## config.mk

```make
export PLATFORM = sky130hd
export DESIGN_NAME = sorted_deadline_timer_queue_unit
export DESIGN_NICKNAME = d
export VERILOG_FILES = /design/src/rtl/sdtq_pkg.sv /design/src/rtl/sdtq_datapath.sv /design/src/rtl/sdtq_ctrl.sv /design/src/rtl/sorted_deadline_timer_queue_unit.sv
export SDC_FILE = /design/constraint.sdc
export NUM_CORES = 2
export LEC_CHECK = 0
export BUFFER_PORTS_ARGS = -buffer_cell sky130_fd_sc_hd__buf_2
export CELL_PAD_IN_SITES_DETAIL_PLACEMENT = 1
export CELL_PAD_IN_SITES_GLOBAL_PLACEMENT = 1
export CORE_MARGIN = 2
export CORE_UTILIZATION = 40
export DETAILED_ROUTE_END_ITERATION = 12
export GPL_ROUTABILITY_DRIVEN = 0
export GPL_TIMING_DRIVEN = 0
export PLACE_DENSITY_LB_ADDON = 0.2
export SLEW_MARGIN = 15
export SYNTH_ARGS = -nofsm -noshare
export SYNTH_HDL_FRONTEND = slang
export SYNTH_SLANG_ARGS = --single-unit
```

## constraint.sdc

```tcl
create_clock -name clk -period 14.71 [get_ports clk]
set_input_delay 2.942 -clock clk [delete_from_list [all_inputs] [get_ports clk]]
set_output_delay 2.942 -clock clk [all_outputs]
set_load 0.05 [all_outputs]
```

## src/rtl/sdtq_pkg.sv

```systemverilog
// Package for the sorted deadline timer queue: word types, codes, FSM states
// and the command/status structs between controller and datapath.
// No dependencies.
`default_nettype none

package sdtq_pkg;

  localparam int CAPACITY_DEF  = 16;
  localparam int ID_BITS_DEF   = 8;
  localparam int TIME_BITS_DEF = 32;

  // fixed field widths of the words
  localparam int ID_W    = 8;
  localparam int TIME_W  = 32;
  localparam int COUNT_W = 5;

  // most timers popped by one tick
  localparam int MAX_RESULTS = 16;
  localparam int TICK_W      = $clog2(MAX_RESULTS + 1);

  typedef enum logic [1:0] {
    REQ_ADD    = 2'd0,
    REQ_DELETE = 2'd1,
    REQ_ADJUST = 2'd2,
    REQ_TICK   = 2'd3
  } req_kind_t;

  typedef enum logic [1:0] {
    ST_OK        = 2'd0,
    ST_FULL      = 2'd1,
    ST_NOT_FOUND = 2'd2,
    ST_DUP_ID    = 2'd3
  } status_t;

  typedef enum logic [2:0] {
    S_IDLE,
    S_LOOKUP,
    S_REMOVE,
    S_INSERT,
    S_RESP,
    S_TICK
  } state_t;

  typedef struct packed {
    logic [1:0]        req_type;
    logic [ID_W-1:0]   timer_id;
    logic [TIME_W-1:0] deadline;
    logic [TIME_W-1:0] now_time;
  } req_t;

  typedef struct packed {
    logic [1:0]         status;
    logic               fired;
    logic [ID_W-1:0]    expired_id;
    logic [COUNT_W-1:0] entry_count;
    logic               last;
  } rsp_t;

  typedef struct packed {
    logic    load;
    logic    lookup;
    logic    remove;
    logic    insert;
    logic    pop;
    logic    emit;
    status_t emit_status;
    logic    emit_fired;
    logic    emit_last;
  } cmd_t;

  typedef struct packed {
    req_kind_t kind;
    logic      found;
    logic      full;
    logic      head_expired;
    logic      next_expired;
    logic      out_free;
  } sts_t;

endpackage

`default_nettype wire

```

## src/rtl/sdtq_datapath.sv

```systemverilog
// Datapath of the timer queue: request register, sorted slot registers with
// parallel compare-and-shift, and the output word register.
// Depends on sdtq_pkg.
`default_nettype none

module sdtq_datapath import sdtq_pkg::*; #(
  parameter int CAPACITY  = CAPACITY_DEF,
  parameter int ID_BITS   = ID_BITS_DEF,
  parameter int TIME_BITS = TIME_BITS_DEF
) (
  input  wire logic clk,
  input  wire logic rst,
  input  wire req_t req,
  output rsp_t      rsp,
  output logic      rsp_valid,
  input  wire logic rsp_stall,
  input  wire cmd_t cmd,
  output sts_t      sts
);

  localparam int CW = $clog2(CAPACITY + 1);
  localparam int PW = $clog2(CAPACITY);

  req_kind_t            kind;
  logic [ID_BITS-1:0]   rid;
  logic [TIME_BITS-1:0] rdl;
  logic [TIME_BITS-1:0] rnow;

  logic [ID_BITS-1:0]   slot_id      [CAPACITY];
  logic [TIME_BITS-1:0] slot_dl      [CAPACITY];
  logic [ID_BITS-1:0]   slot_id_next [CAPACITY];
  logic [TIME_BITS-1:0] slot_dl_next [CAPACITY];

  logic [CW-1:0]       count, count_next;
  logic [PW-1:0]       pos, pos_hit, shift_pos;
  logic [CAPACITY-1:0] hit, le;

  logic [ID_W+15:0]        id_wide;
  logic [2*TIME_W-1:0]     dl_wide, now_wide;
  logic [ID_W+ID_BITS-1:0] head_wide;
  logic [COUNT_W+CW-1:0]   count_wide;
  rsp_t                    rsp_next;

  assign id_wide    = {16'b0, req.timer_id};
  assign dl_wide    = {32'b0, req.deadline};
  assign now_wide   = {32'b0, req.now_time};
  assign head_wide  = {{ID_W{1'b0}}, slot_id[0]};
  assign count_wide = {{COUNT_W{1'b0}}, count_next};

  always_ff @(posedge clk) begin
    if (cmd.load) begin
      kind <= req_kind_t'(req.req_type);
      rid  <= id_wide[ID_BITS-1:0];
      rdl  <= dl_wide[TIME_BITS-1:0];
      rnow <= now_wide[TIME_BITS-1:0];
    end
    if (cmd.lookup) pos <= pos_hit;
  end

  // per-slot id match and deadline <= new deadline; the latter is a prefix
  always_comb begin
    pos_hit = '0;
    for (int i = 0; i < CAPACITY; i++) begin
      hit[i] = (CW'(i) < count) && (slot_id[i] == rid);
      le[i]  = (CW'(i) < count) && (slot_dl[i] <= rdl);
      if (hit[i]) pos_hit = pos_hit | PW'(i);
    end
  end

  always_comb begin
    shift_pos  = cmd.pop ? '0 : pos;
    count_next = count;
    for (int i = 0; i < CAPACITY; i++) begin
      slot_id_next[i] = slot_id[i];
      slot_dl_next[i] = slot_dl[i];
    end
    if (cmd.remove || cmd.pop) begin
      count_next = count - CW'(1);
      for (int i = 0; i < CAPACITY - 1; i++) begin
        if (PW'(i) >= shift_pos) begin
          slot_id_next[i] = slot_id[i+1];
          slot_dl_next[i] = slot_dl[i+1];
        end
      end
    end else if (cmd.insert) begin
      count_next = count + CW'(1);
      if (!le[0]) begin
        slot_id_next[0] = rid;
        slot_dl_next[0] = rdl;
      end
      for (int i = 1; i < CAPACITY; i++) begin
        if (!le[i]) begin
          if (le[i-1]) begin
            slot_id_next[i] = rid;
            slot_dl_next[i] = rdl;
          end else begin
            slot_id_next[i] = slot_id[i-1];
            slot_dl_next[i] = slot_dl[i-1];
          end
        end
      end
    end
  end

  always_ff @(posedge clk) begin
    if (rst) begin
      count <= '0;
    end else begin
      count <= count_next;
    end
    for (int i = 0; i < CAPACITY; i++) begin
      slot_id[i] <= slot_id_next[i];
      slot_dl[i] <= slot_dl_next[i];
    end
  end

  always_comb begin
    rsp_next.status      = cmd.emit_status;
    rsp_next.fired       = cmd.emit_fired;
    rsp_next.expired_id  = cmd.emit_fired ? head_wide[ID_W-1:0] : '0;
    rsp_next.entry_count = count_wide[COUNT_W-1:0];
    rsp_next.last        = cmd.emit_last;
  end

  always_ff @(posedge clk) begin
    if (rst) begin
      rsp_valid <= 1'b0;
    end else if (cmd.emit) begin
      rsp_valid <= 1'b1;
    end else if (!rsp_stall) begin
      rsp_valid <= 1'b0;
    end
    if (cmd.emit) rsp <= rsp_next;
  end

  assign sts.kind         = kind;
  assign sts.found        = |hit;
  assign sts.full         = (count == CW'(CAPACITY));
  assign sts.head_expired = (count != '0) && (slot_dl[0] <= rnow);
  assign sts.next_expired = (count > CW'(1)) && (slot_dl[1] <= rnow);
  assign sts.out_free     = !rsp_valid || !rsp_stall;

  a_count_bound: assert property (@(posedge clk) disable iff (rst)
    count <= CW'(CAPACITY))
    else $error("timer count above capacity");

  a_emit_free: assert property (@(posedge clk) disable iff (rst)
    cmd.emit |-> (!rsp_valid || !rsp_stall))
    else $error("word emitted over a pending word");

  a_insert_room: assert property (@(posedge clk) disable iff (rst)
    cmd.insert |-> (count != CW'(CAPACITY)) && !(cmd.remove || cmd.pop))
    else $error("insert into full queue or with a removal");

  a_remove_held: assert property (@(posedge clk) disable iff (rst)
    (cmd.remove || cmd.pop) |-> (count != '0))
    else $error("removal from empty queue");

endmodule

`default_nettype wire

```

## src/rtl/sdtq_ctrl.sv

```systemverilog
// Controller FSM of the timer queue: sequences lookup, remove, insert, tick
// pops and result emission through commands to the datapath.
// Depends on sdtq_pkg.
`default_nettype none

module sdtq_ctrl import sdtq_pkg::*; (
  input  wire logic clk,
  input  wire logic rst,
  input  wire logic req_valid,
  output logic      req_stall,
  output cmd_t      cmd,
  input  wire sts_t sts
);

  state_t             state, state_next;
  status_t            status_q, status_q_next;
  logic [TICK_W-1:0]  tick_n, tick_n_next;
  logic               tick_last;

  always_ff @(posedge clk) begin
    if (rst) begin
      state    <= S_IDLE;
      status_q <= ST_OK;
      tick_n   <= '0;
    end else begin
      state    <= state_next;
      status_q <= status_q_next;
      tick_n   <= tick_n_next;
    end
  end

  // the pop is the last one unless the next head has expired too and MAX_RESULTS pops are not yet reached
  assign tick_last = !(sts.next_expired && (tick_n < TICK_W'(MAX_RESULTS - 1)));

  always_comb begin
    state_next      = state;
    status_q_next   = status_q;
    tick_n_next     = tick_n;
    cmd             = '0;
    cmd.emit_status = ST_OK;
    req_stall       = (state != S_IDLE);
    unique case (state)
      S_IDLE: begin
        if (req_valid) begin
          cmd.load    = 1'b1;
          tick_n_next = '0;
          state_next  = S_LOOKUP;
        end
      end
      S_LOOKUP: begin
        cmd.lookup    = 1'b1;
        status_q_next = ST_OK;
        if (sts.kind == REQ_TICK) begin
          state_next = S_TICK;
        end else if (sts.kind == REQ_ADD) begin
          if (sts.found) begin
            status_q_next = ST_DUP_ID;
            state_next    = S_RESP;
          end else if (sts.full) begin
            status_q_next = ST_FULL;
            state_next    = S_RESP;
          end else begin
            state_next = S_INSERT;
          end
        end else if (!sts.found) begin
          status_q_next = ST_NOT_FOUND;
          state_next    = S_RESP;
        end else begin
          state_next = S_REMOVE;
        end
      end
      S_REMOVE: begin
        cmd.remove = 1'b1;
        state_next = (sts.kind == REQ_ADJUST) ? S_INSERT : S_RESP;
      end
      S_INSERT: begin
        cmd.insert = 1'b1;
        state_next = S_RESP;
      end
      S_RESP: begin
        if (sts.out_free) begin
          cmd.emit        = 1'b1;
          cmd.emit_status = status_q;
          cmd.emit_last   = 1'b1;
          state_next      = S_IDLE;
        end
      end
      S_TICK: begin
        if (sts.out_free) begin
          cmd.emit = 1'b1;
          if (sts.head_expired && (tick_n < TICK_W'(MAX_RESULTS))) begin
            cmd.pop        = 1'b1;
            cmd.emit_fired = 1'b1;
            cmd.emit_last  = tick_last;
            tick_n_next    = tick_n + TICK_W'(1);
            if (tick_last) state_next = S_IDLE;
          end else begin
            cmd.emit_last = 1'b1;
            state_next    = S_IDLE;
          end
        end
      end
      default: state_next = S_IDLE;
    endcase
  end

endmodule

`default_nettype wire

```

## src/rtl/sorted_deadline_timer_queue_unit.sv

```systemverilog
// Sorted deadline timer queue. Add: lookup, insert; delete: lookup, remove;
// adjust: lookup, remove, insert; rejected: lookup; all then a response word;
// tick: one word per expired timer popped. A stalled output word delays the
// next one. One request at a time; the next is taken in the cycle after its
// last word is issued. Synchronous reset empties the queue; slot contents are
// not cleared. Depends on sdtq_pkg, sdtq_ctrl and sdtq_datapath.
`default_nettype none

module sorted_deadline_timer_queue_unit import sdtq_pkg::*; #(
  parameter int CAPACITY  = CAPACITY_DEF,
  parameter int ID_BITS   = ID_BITS_DEF,
  parameter int TIME_BITS = TIME_BITS_DEF
) (
  input  wire logic clk,
  input  wire logic rst,
  input  wire logic req_valid,
  output logic      req_stall,
  input  wire req_t req,
  output logic      rsp_valid,
  input  wire logic rsp_stall,
  output rsp_t      rsp
);

  cmd_t cmd;
  sts_t sts;

  sdtq_ctrl u_ctrl (
    .clk       (clk),
    .rst       (rst),
    .req_valid (req_valid),
    .req_stall (req_stall),
    .cmd       (cmd),
    .sts       (sts)
  );

  sdtq_datapath #(
    .CAPACITY  (CAPACITY),
    .ID_BITS   (ID_BITS),
    .TIME_BITS (TIME_BITS)
  ) u_datapath (
    .clk       (clk),
    .rst       (rst),
    .req       (req),
    .rsp       (rsp),
    .rsp_valid (rsp_valid),
    .rsp_stall (rsp_stall),
    .cmd       (cmd),
    .sts       (sts)
  );

endmodule

`default_nettype wire
```

# Yosys cells after proc, flatten, opt, wreduce, memory -nomap -nowiden
# Memory sizes are Yosys's and may differ from the RTL's.
# Cells that the tools add are included.
[word_totals]
ff_bits = 111
ramBits = 640
input_bits = 78
output_inout_bits = 19
wordCells = 308
memories = 2
[op_classes]
n_addsub = 3
order_cmp = 52
n_eq_ne = 30
n_mux = 150
reduce_logical = 53
[mem_list]
columns = ["name", "words", "width", "read_ports", "rd_clocked_by_memory_dff", "wr", "line_no", "rtl"]
rows = [
  ["u_datapath.slot_dl", 16, 32, 16, 0, 16, "sdtq_datapath.sv:30", "logic [TIME_BITS-1:0] slot_dl [CAPACITY];"],
  ["u_datapath.slot_id", 16, 8, 16, 0, 16, "sdtq_datapath.sv:29", "logic [ID_BITS-1:0] slot_id [CAPACITY];"],
]
[op_table]
columns = ["op", "count"]
rows = [
  ["$mux W32", 47],
  ["$le A32 B32 Y1", 18],
  ["$mux W512", 1],
  ["$mux W480", 1],
  ["$mux W8", 47],
  ["$eq A8 B8 Y1", 16],
  ["$mux W128", 1],
  ["$mux W120", 1],
  ["$mux W3", 16],
  ["$lt A4 B5 Y1 const A", 8],
  ["$logic_and A1 B1 Y1", 36],
  ["$ge A4 B4 Y1 const A", 7],
  ["$mux W5", 5],
  ["$lt A3 B5 Y1 const A", 4],
  ["$mux W2", 10],
  ["$pmux W3 S6", 1],
  ["$ge A3 B4 Y1 const A", 4],
  ["$mux W1", 16],
  ["$reduce_or A16 Y1", 1],
  ["$add A5 B1 Y5 const B", 2],
  ["$lt A1 B5 Y1 const A", 2],
  ["$lt A2 B5 Y1 const A", 2],
  ["$pmux W5 S2", 1],
  ["$ge A1 B4 Y1 const A", 2],
  ["other kinds (27)", 39],
]

# Longest topological paths before layout
# An unclocked memory read counts as a cell.
[depth]
ltp_word = 14
ltp_mapped = 14
ltp_nobuf = 12

# By module
# From an unflattened synthesis, not the netlist that was laid out.
[hier_totals]
hier_cells = 4489
area_unflattened_um2 = 49258.5
[by_module_without_submodules]
columns = ["module", "instances", "cells_per_inst", "area_per_inst_um2", "seq_area_each_um2"]
rows = [
  ["sdtq_datapath", 1, 4403, 48571.6, 22191.3],
  ["sdtq_ctrl", 1, 86, 686.9, 200.2],
]

# Worst setup path before layout
# Ideal clock, no wire load.
[synth_timing]
path_type = "input to register"
startpoint = "input port rsp_stall"
endpoint = "memory u_datapath.slot_dl[4][0] (netlist bit) (enable)"
setup_time_ps = 487
arrival_ps = 7739
required_time_ps = 14223
setup_slack_ps = 6484
stages = 7
path_buffers = 2
cell_sequence = "a21oi_1 -> nand2_1 -> o31ai_4 -> buf_2 -> buf_2 -> nor2_1 -> nor3_1"
[synth_rtl]
columns = ["item", "line_no", "rtl"]
rows = [
  ["start, declared", "sorted_deadline_timer_queue_unit.sv:20", "input wire logic rsp_stall,"],
  ["end, declared", "sdtq_datapath.sv:30", ""],
]

==> results.md <==
Yosys:
- Counting instances in the post-synthesis netlist gives the leading cell types as edfxtp_1 (735), nand2_1 (718), ha_1 (580).
- The largest total area in the synthesized netlist belongs to edfxtp_1.
- Yosys attributes the largest share of cell area to edfxtp_1 (44%), ha_1 (14%), mux2i_1 (6.4%).
- The post-synthesis cell count is 4926.
- edfxtp_1 is the most common cell in the netlist.
- When the netlist entered floorplanning its net count stood at 5584.
- After synthesis the netlist holds a flip-flop and latch count of 751.
- Counting flops with an async set or reset pin after synthesis yields a share of 0%.
- The combined area of all synthesized cells is 50600 sq um.
- The number of unique standard cell types used by synthesis is 80.
- The share of synthesized area occupied by flip-flops and latches is 44.2%.
- Yosys mapped a number of flops with a built-in enable equal to 735.
- For this run, the leading register cell type out of synthesis is edfxtp_1.
- The count of warnings emitted by yosys is 0.
- The average instance in the mapped netlist occupies 10.3 sq um.
- The area share of the leading cell type in the synthesized netlist is 43.6%.

Setup path:
- By startpoint and endpoint, the worst setup path is classified as flip-flop to flip-flop.
- The family with the most delay on the worst path is buffers and inverters.
- STA classifies the critical path endpoint as a flip-flop.
- STA classifies the critical path startpoint as a flip-flop.
- The slowest cell on the critical path is a31oi_1.
- Data arrives at the worst endpoint at 7230 ps.
- In this design, the critical path's most frequently occurring cell is buf_4.
- The maximum fanout along the worst path is 16.
- The critical path's largest stage delay is 840 ps.
- The number of buffers and inverters on the critical path is 6.
- At the worst endpoint, the required time is 15090 ps.
- The critical path goes through clkbuf_1, inv_1, ha_1, nand4_1, nor3_1, nand4_1, nor2_1, o31ai_1, a31oi_1, clkbuf_1, nor2_1, nor3_2, buf_4, buf_4, buf_4.

Clocking:
- In this run the clock root is driven by a clkbuf_16.
- The number of hold buffers added after CTS was 0.
- The number of sinks driven by the clock tree is 751.
- TritonCTS built the clock tree.
- After clock tree synthesis, the clock-pin slew on the worst setup and hold paths is 60 ps.
- The number of setup buffers added after CTS is 0.
- The number of gates given a new drive strength after cts is 0.
- The later pin in the worst-skew pair is clocked with a latency of 700 ps.
- In this run the number of H-tree levels came out at 3.
- The buffer levels on the longest clock path is 3.
- The number of buffers created by CTS is 91.

Die:
- The core box area is 126000 sq um.
- The floorplan die area is 129000 sq um.
- The starting utilization of the core area is 40.3%.
- The die extent in y is 360 um.
- The number of standard-cell rows in the floorplan is 130.
- The total I/O pin count is 97.
- In this run the horizontal extent of the chip is 360 um.

Pwr:
- The leakage power figure is 20.5 nW.
- IR analysis of the VDD net gives a maximum drop of 87.1 uV.
- The power density relative to cell area is 96.4 nW/um^2.

STA:
- Setup total negative slack on the finished layout was measured at 0 ps.
- Setup violations remaining at the end of the flow were counted as 0.
- The worst path in the final design needs a cycle of 6850 ps, including I/O delays and setup.
- The total count of hold-check failures in the final report is 0.
- Setup repair after global routing left no endpoint under its margin.
- Timing would allow up to 146 MHz.
- The worst slew margin relative to its limit is 18.5%.
- The ratio of final minimum period to clock period is 46.6%.
- The final number of max-transition violations is 0.
- The slew of the pin with the lowest slew margin is 1220 ps.
- Across the routed clock network, the largest skew measured is 21.3 ps.

Cells and area:
- The area of all placed cells without fillers is 56700 sq um.
- The layout cell share with drive strength beyond 1 is 8.44%.
- The count of filler cells inserted in the layout is 14000.
- The area growth from synthesis to layout is 11.9%.
- The final-stage net count is 5801.

Status:
- The run finished with clean final reports.

Job:
- The reported max-cap violation count is 0.

Detailed routing:
- After detailed routing, the average wire length per cell comes to 28.1 um.
- The number of design rule violations left after detail routing is 0.
- The number of antenna-violating nets in the routed design is 0.
- The final route contains 41600 vias.
- The final layout contains routed wiring with a total length of 193000 um.
- After detailed routing, the number of vias per cell comes to 6.06.
- In this run, the number of DRC markers left after iteration 0 of detailed routing was 3151.
- The first detailed-routing pass took 5 iterations.

Place:
- The estimated wirelength of the detail-placed design is 159000 um.
- The quantity of I/O buffers inserted on ports is 96.
- The cell area after placement is 53800 sq um.

GRT:
- The number of antenna violations at the first check in global routing came to 0.
- The number of global-route vias before repair was 44300.
- For this run, the total global-route usage over all layers was measured as 29.2%.
- The total global routing overflow is 0.
- The maximum number of pins on one net before global-route repair is 33.
- The first-pass GRT wire length is 282000 um.

Min path:
- The path class of the tightest hold or removal check is flip-flop to flip-flop.
==> path summary, 6_finish.rpt <==
check,to,slack (ps),startpoint,cells after the start
worst max register to register,u_datapath.slot_dl[4][8],7860,u_datapath.rdl[29],15
worst min register to register,u_ctrl.status_q[1],490,u_ctrl.status_q[1],2
worst min-delay path,u_ctrl.status_q[1],490,u_ctrl.status_q[1],2
worst max-delay path,u_datapath.slot_dl[4][8],7860,u_datapath.rdl[29],15
==> worst register-to-register path, stage by stage (launching register included) <==
cell and delay (ps):
edfxtp_1 390, clkbuf_1 700, inv_1 710, ha_1 540, nand4_1 170, nor3_1 510, nand4_1 240, nor2_1 160
o31ai_1 110, a31oi_1 840, clkbuf_1 450, nor2_1 240, nor3_2 680, buf_4 330, buf_4 230, buf_4 230
==> power breakdown <==
part / switching, W / leakage (nW) / internal (W) / total (W)
registers: 0.0000419 / 7.00 / 0.00240 / 0.00244
clock network: 0.000965 / 1.38 / 0.00128 / 0.00224
logic: 0.000523 / 12.1 / 0.000259 / 0.000782
total: 0.00153 / 20.5 / 0.00393 / 0.00546
==> kinds of logic after synthesis <==
| family | share of synthesized area (%) |
|---|---|
| fa+ha+maj | 14.3 |
| flops | 44.2 |
| mux | 7.28 |
| simple gates | 13.8 |
| buf+inv | 3.46 |
| compound gates | 14.5 |
| xor+xnor | 2.35 |
==> registers in the layout, indices dropped and copies added (netlist names) <==
signal and cells:
u_ctrl.tick_n 5, u_datapath.rdl 32, u_datapath.pos 4, u_datapath.rsp 17, u_ctrl.state 3, u_datapath.rsp_valid 1
u_datapath.rnow 32, u_datapath.slot_id 128, u_ctrl.status_q 2, u_datapath.count 5, u_datapath.slot_dl 512, u_datapath.kind 2
u_datapath.rid 8
==> layer usage <==
layer	part of all wire, %	wire, um	up-vias	global-route usage [%]
li1	-	-	19200	-
met1	43	83500	20900	38.1
met2	46	89200	1266	48.1
met3	6.1	11800	270	4.35
met4	4.4	8430	0	12.8
met5	0	0	-	0
==> through the flow <==
stage	utilization [%]	worst slack, ps	hold slack [ps]	total power (W)	cells
after floorplan	-	6480	452	0.00295	4926
after global placement	42.3	3560	473	0.00321	6672
after detailed placement	42.9	7770	483	0.00325	6700
after CTS	45.1	7880	493	0.00547	6865
after global routing	45.1	7580	542	0.00563	6865
final	45.1	7860	490	0.00546	6866
==> placed cells by master, fill, tap and decap left out, drive strengths merged, types with 14 or more instances in the layout <==
| cell type | Yosys | routed |
|---|---|---|
| and3 | 14 | 14 |
| o21ai | 453 | 453 |
| nor4 | 23 | 23 |
| xnor2 | 130 | 130 |
| buf | 125 | 249 |
| a221o | 43 | 43 |
| inv | 106 | 106 |
| dfxtp | 16 | 16 |
| a21oi | 171 | 171 |
| nor3 | 161 | 161 |
| edfxtp | 735 | 735 |
| a22oi | 14 | 14 |
| nor2 | 142 | 142 |
| a211o | 43 | 43 |
| o21a | 18 | 18 |
| or3 | 16 | 16 |
| nand2 | 718 | 718 |
| nand4 | 139 | 139 |
| clkinv | 0 | 32 |
| a21o | 89 | 89 |
| nor2b | 39 | 39 |
| o22ai | 14 | 14 |
| nand3 | 205 | 205 |
| ha | 580 | 580 |
| a31oi | 77 | 77 |
| mux2 | 41 | 41 |
| mux2i | 322 | 322 |
| clkbuf | 183 | 311 |
| a211oi | 29 | 29 |
| o211ai | 137 | 137 |
==> cell type report <==
class | count | area [sq um] | share of cell area [%]
multi-input combinational | 3761 | 26600 | 47.0
sequential | 751 | 22400 | 39.5
clock buffer | 128 | 2560 | 4.53
tap | 1650 | 2060 | 3.64
buffer | 308 | 1360 | 2.40
timing repair buffer | 124 | 962 | 1.70
inverter | 106 | 398 | 0.702
clock inverter | 37 | 265 | 0.468
antenna | 1 | 2.50 | 0.00442
Power figures use the tool's default switching activity.
